===== src/rtl/kf800s_pkg.sv =====
// ----------------------------------------------------------------------------
// kf800s_pkg
// Types, constants and helpers shared by the Keccak-f[800] sponge hash.
// ----------------------------------------------------------------------------
package kf800s_pkg;

  localparam int unsigned NUM_LANES = 25;
  localparam int unsigned LANE_W    = 32;
  localparam int unsigned MAX_RNDS  = 22;

  typedef logic [LANE_W-1:0]                lane_t;
  typedef logic [NUM_LANES-1:0][LANE_W-1:0] state_t;

  typedef struct packed {
    logic [7:0] msg_byte;
    logic       has_byte;
    logic       last;
  } in_word_t;

  typedef struct packed {
    logic [31:0] digest_word;
    logic        last_word;
  } out_word_t;

  // Padding bytes
  localparam logic [7:0] PAD_FIRST = 8'h60;
  localparam logic [7:0] PAD_LAST  = 8'h01;
  localparam logic [7:0] PAD_BOTH  = 8'h61;

  localparam logic [3:0] WORDS_MIN   = 4'd1;
  localparam logic [3:0] WORDS_MAX   = 4'd12;
  localparam logic [3:0] WORDS_RESET = 4'd8;

  localparam lane_t RC [MAX_RNDS] = '{
    32'h00000001, 32'h00008082, 32'h0000808a, 32'h80008000, 32'h0000808b,
    32'h80000001, 32'h80008081, 32'h00008009, 32'h0000008a, 32'h00000088,
    32'h80008009, 32'h8000000a, 32'h8000808b, 32'h0000008b, 32'h00008089,
    32'h00008003, 32'h00008002, 32'h00000080, 32'h0000800a, 32'h8000000a,
    32'h80008081, 32'h00008080
  };

  // rho offsets mod 32, [x][y]
  localparam int RHO [5][5] = '{
    '{0, 4, 3, 9, 18},
    '{1, 12, 10, 13, 2},
    '{30, 6, 11, 15, 29},
    '{28, 23, 25, 21, 24},
    '{27, 20, 7, 8, 14}
  };

  function automatic lane_t rotl(lane_t v, int n);
    logic [2*LANE_W-1:0] t;
    t = {v, v} << n;
    return t[2*LANE_W-1:LANE_W];
  endfunction

  // Byte placed in a lane, most significant byte at offset 0
  function automatic lane_t byte_lane(logic [1:0] sel, logic [7:0] b);
    return LANE_W'(b) << {~sel, 3'b000};
  endfunction

endpackage


===== src/rtl/kf800s_round.sv =====
// ----------------------------------------------------------------------------
// kf800s_round
// One Keccak-f[800] round: theta, rho, pi, chi, iota.
// ----------------------------------------------------------------------------
module kf800s_round (
  input  kf800s_pkg::state_t s_in,
  input  logic [4:0]         rnd,
  output kf800s_pkg::state_t s_out
);

  kf800s_pkg::lane_t c [5];
  kf800s_pkg::lane_t d [5];
  kf800s_pkg::lane_t a [25];
  kf800s_pkg::lane_t b [25];

  always_comb begin
    for (int x = 0; x < 5; x++) begin
      c[x] = s_in[x] ^ s_in[x+5] ^ s_in[x+10] ^ s_in[x+15] ^ s_in[x+20];
    end
    for (int x = 0; x < 5; x++) begin
      d[x] = c[(x+4)%5] ^ kf800s_pkg::rotl(c[(x+1)%5], 1);
    end
    for (int y = 0; y < 5; y++) begin
      for (int x = 0; x < 5; x++) begin
        a[x+5*y] = s_in[x+5*y] ^ d[x];
      end
    end
    // rho and pi
    for (int y = 0; y < 5; y++) begin
      for (int x = 0; x < 5; x++) begin
        b[y+5*((2*x+3*y)%5)] = kf800s_pkg::rotl(a[x+5*y], kf800s_pkg::RHO[x][y]);
      end
    end
    for (int y = 0; y < 5; y++) begin
      for (int x = 0; x < 5; x++) begin
        s_out[x+5*y] = b[x+5*y] ^ (~b[(x+1)%5+5*y] & b[(x+2)%5+5*y]);
      end
    end
    s_out[0] = s_out[0] ^ kf800s_pkg::RC[rnd];
  end

endmodule


===== config.mk =====
export PLATFORM = sky130hd
export DESIGN_NAME = kf800s_round
export DESIGN_NICKNAME = d
export VERILOG_FILES = /design/src/rtl/kf800s_pkg.sv /design/src/rtl/kf800s_round.sv
export SDC_FILE = /design/constraint.sdc
export NUM_CORES = 2
export LEC_CHECK = 0
export ABC_AREA = 1
export BUFFER_PORTS_ARGS = -buffer_cell sky130_fd_sc_hd__buf_2
export CORE_AREA = 4 4 625 627
export DETAILED_ROUTE_END_ITERATION = 6
export DIE_AREA = 0 0 629 631
export PLACE_DENSITY = 0.3
export SLEW_MARGIN = 20
export SYNTH_ARGS = -nofsm -noshare
export SYNTH_HDL_FRONTEND = slang
export SYNTH_SLANG_ARGS = --single-unit

===== constraint.sdc =====
create_clock -name vclk -period 1.85
set_input_delay 0.185 -clock vclk [all_inputs]
set_output_delay 0.185 -clock vclk [all_outputs]
set_load 0.01 [all_outputs]

* Word level (Yosys, flattened, before mapping)
Memory sizes are Yosys's and may differ from the RTL's.
Cells that the tools add are included.
W data, S select, Z words.
** Storage, ports and cells
- Bits in registers :: 0
- ROM bits :: 1024
- Input bits :: 805
- Output and inout bits :: 800
- Logic and storage cells :: 131
- Memories kept :: 1
** Memories
- (no name shown) :: words 32, width 32, rd ports 1, clocked after Yosys merged registers in 0, wr ports 0, RTL line kf800s_round.sv:39 : s_out[0] = s_out[0] ^ kf800s_pkg::RC[rnd];
** Operators by class
- Order comparisons :: 1
- Muxes and demuxes :: 2
- Bitwise gates (word level) :: 127
** Operator list (count)
- $xor A32 B32 Y32 :: 76
- $and A32 B32 Y32 :: 25
- $not A32 Y32 :: 25
- $mux W32 :: 2
- $ge A6 B6 Y1 const B :: 1
- $not A5 Y6 :: 1

* Logic depth before layout (Yosys ltp)
- Depth after elaboration :: 10
- Depth in mapped cells :: 16
- Gate-level depth less buffers :: 16

* Worst setup path after synthesis
No wires, ideal clock.
- Path kind :: input to output
- From :: input port rnd[0]
- To :: output port s_out[7] in the netlist's numbering
- Data arrival time :: 1.556 ns
- Data required time :: 1.665 ns
- Setup slack :: 0.109 ns
- Stages on the path :: 10
- Buffers on the path :: 0
- Path through :: inv_1 ha_1 or2_2 a21oi_1 nor2_1 or2_0 nand3b_1 nand3_1 nand2_1 inv_1
** RTL lines
- start, declared :: RTL line kf800s_round.sv:7 : input logic [4:0] rnd,
- end, declared :: RTL line kf800s_round.sv:8 : output kf800s_pkg::state_t s_out

==> results.md <==
| Step | Result | Value |
|---|---|---|
| worst hold path | Worst-case hold path end point | s_out[275] |
| timing | Share of the clock period used by the worst path | 130% |
| worst hold path | Hold path startpoint | s_in[518] |
| critical path | Data arrival time of the critical path | 2.22 ns |
| grt | Overall routing resource usage | 34.7% |
| floorplan | Top-level I/O count | 1605 |
| synthesis | Post-Syn Nets | 12402 |
| placed design | Routability congestion estimate | 1.04 |
| placed design | DPL Wire Length | 683 mm |
| routing | Highest metal layer with signal wires | met5 |
| timing | Endpoints failing hold | 0 |
| layout | Clk_buf instances | 0 |
| floorplan | Die outline area | 397000 sq um |
| critical path | Critical path class | primary input to output port |
| critical path | Slowest cell on crit path | sky130_fd_sc_hd__or2_1 |
| power | Total design power | 117000 uW |
| layout | Share of final-layout standard cells stronger than drive strength 1 | 47.1% |
| critical path | Launch point of the critical path | s_in[461] |
| critical path | Crit-path cells | buf_2, xnor2_2, buf_4, or2_1, nand3_1, nand2_2, buf_12, buf_12, nand2_2, buf_6, nand3_1, nand2_2, buf_12, nand2_1, nand2_1, nand2_1, buf_4 |
| routing | Met1 wire length | 287 mm |
| layout | Most common cell after layout, fill and taps aside | sky130_fd_sc_hd__nand2_1 |
| floorplan | Starting density of the core | 13.3% |
| synthesis | Avg Inst Size Synth | 4.41 sq um |
| grt | Largest net degree at the start of global routing | 11 |
| critical path | Required time of the worst setup path | 1.66 ns |
| layout | Final non-filler cell area | 118000 sq um |
| critical path | Crit Path Max Fanout | 7 |
| timing | Peak Freq | 415 MHz |
| layout | Number of nets in the layout | 17116 |
| layout | Area taken by flip-flops and latches | 0 sq um |
| timing | Worst-Margin Slew | 0.541 ns |
| timing | Number of failing setup endpoints in the final timing report | 800 |
| placed design | Port-buffer cells | 1605 |
| routing | Wire length on met3 | 50.5 mm |
| power | Peak supply drop | 304 uV |
| layout | Area added between synthesis and finish | 131% |
| timing | Setup slack of the critical path after layout | -0.557 ns |
| synthesis | Portion of synthesized cell area occupied by the leading cell type | 49.5% |
| job | Max-capacitance violation count | 0 |
| grt | Via count of the first global-routing pass | 86441 |
| critical path | Worst setup SP type | primary input |
| routing | Mean number of vias per cell | 4.62 |
| placed design | Placed inst area | 99600 sq um |
| run status | Failing checks | design-rule violations, negative setup slack |
| power | Leakage power figure | 0.0652 uW |
| synthesis | Top cell type by total area after synthesis | sky130_fd_sc_hd__nand2_1 |
| placed design | Worst setup slack before clock tree synthesis | -1.05 ns |
| synthesis | Netlist area before placement | 51100 sq um |
| layout | Commonest cells after routing, fill and taps aside | sky130_fd_sc_hd__nand2_1, sky130_fd_sc_hd__nand3_1, sky130_fd_sc_hd__buf_4 |
| routing | Residual DRC | 8 |
| floorplan | Die height | 631 microns |
| timing | RSZ-0062 raised after global routing | yes |
| layout | Number of cells in the finished layout apart from fillers | 21595 |
| routing | Via count | 99836 |
| grt | Global-route congestion overflow total | 0 |
| placed design | Placed instance count | 21273 |
| routing | Drt initial violations | 9584 |
| routing | 1st-pass router iterations | 7 |
| synthesis | Largest cells by area after synthesis | sky130_fd_sc_hd__nand2_1, sky130_fd_sc_hd__nand3_1, sky130_fd_sc_hd__inv_1 |
| synthesis | Gate Count Post-Synth | 11592 |
| routing | WL final | 733 mm |
| worst hold path | Class of the worst hold path | primary input to output port |
| critical path | Worst setup EP type | output port |
| floorplan | Standard cell core area | 385000 sq um |
| power | Power density over the cells | 993 nW/um^2 |
| timing | Max-slew headroom at the worst pin | 63.9% |
| timing | Final critical-path required period | 2.41 ns |
| routing | Wirelength per Cell | 34.0 microns |
| routing | Remaining number of nets flagged by the antenna check after routing | 0 |
| synthesis | Sequential element share of the synthesized area | 0% |
| synthesis | Yosys warning count | 0 |
| synthesis | Post-synthesis cell type count | 32 |
| clock tree | CTS hold repair buffers | 0 |
| grt | Global-route wire length before repair | 896 mm |
| timing | Max-slew violation total from the final report | 0 |
| timing | Worst Hold Margin | 0.873 ns |
| floorplan | FP Rows | 228 |
| worst hold path | Hold path cells | 6 |
| layout | Num sequential | 0 |
| grt | Number of antenna violations at the first check in global routing | 403 |
| floorplan | Horizontal die dimension | 629 microns |
| critical path | Longest individual stage delay on the worst path | 0.23 ns |
| routing | Detailed-routed wire length on met2 | 323 mm |
| run status | Result of the run | complete, but fails checks |
-- per-layer routing --
metal / vias to the layer above / GRT usage [%]
met5: - / 0
met4: 104 / 25.6
met3: 1261 / 6.26
met2: 4525 / 55.9
met1: 47593 / 41.3
li1: 46353 / -
-- cell usage after synthesis (all sizes together) --
master	n
a21oi	4
a22o	1
a22oi	1
and2	2
buf	218
clkbuf	1
ha	5
inv	1029
nand2	6883
nand3	2841
nand3b	6
nand4	1
nor2	11
o211ai	1
o21ai	17
o32ai	1
or2	126
xnor2	286
xor2	158
-- cells by family (layout without fill, tap and decap cells) --
logic type,after synthesis,after routing,share of synthesized area (%)
fa+ha+maj,5,5,0.122
compound gates,25,25,0.269
other cells,0,231,0
xor+xnor,444,444,7.69
buf+inv,1248,5958,10.9
simple gates,9870,9872,81.1
-- worst max path at each step --
stage | depth (start not counted) | endpoint | slack, ns
floorplan | 10 | s_out[7] | 0.11
CTS | 18 | s_out[224] | -0.51
global placement | 16 | s_out[791] | -1.08
finish | 17 | s_out[176] | -0.56
detailed placement | 16 | s_out[791] | -1.05
global route | 18 | s_out[131] | -0.61
-- area by class of cell --
class | instances | area, sq um
timing repair buffer | 4929 | 48100
antenna | 231 | 578
multi-input combinational | 10346 | 58900
tap | 5060 | 6330
fill | 43215 | 267000
inverter | 1029 | 4070
-- critical path: cells and delay by family --
family | cells | cell delay (ns)
AND/OR/NAND/NOR | 9 | 0.86
buffers and inverters | 7 | 0.98
XOR/XNOR | 1 | 0.13
-- metrics by stage --
| step | util (%) | setup TNS (ns) |
|---|---|---|
| after global placement | 25.9 | -524.03 |
| final | 30.7 | -339.50 |
| after detailed placement | 25.9 | -521.45 |
| after global routing | 30.6 | -407.78 |
| after CTS | 27.5 | -370.70 |
| after floorplan | - | 0 |
-- power breakdown --
group	switching (uW)	internal, uW	leakage [uW]
logic	70900	46300	0.0652
clock network	0	0.0203	0.00000146
registers	0	0	0
-- timing repair --
item / CTS / global route
endpoints found under the setup margin: 800 / 800
buffers inserted: 26 / 109
gates cloned: 5 / 5
resized for setup: 1791 / 2783
pin swaps: 301 / 930
Power figures use the tool's default switching activity.
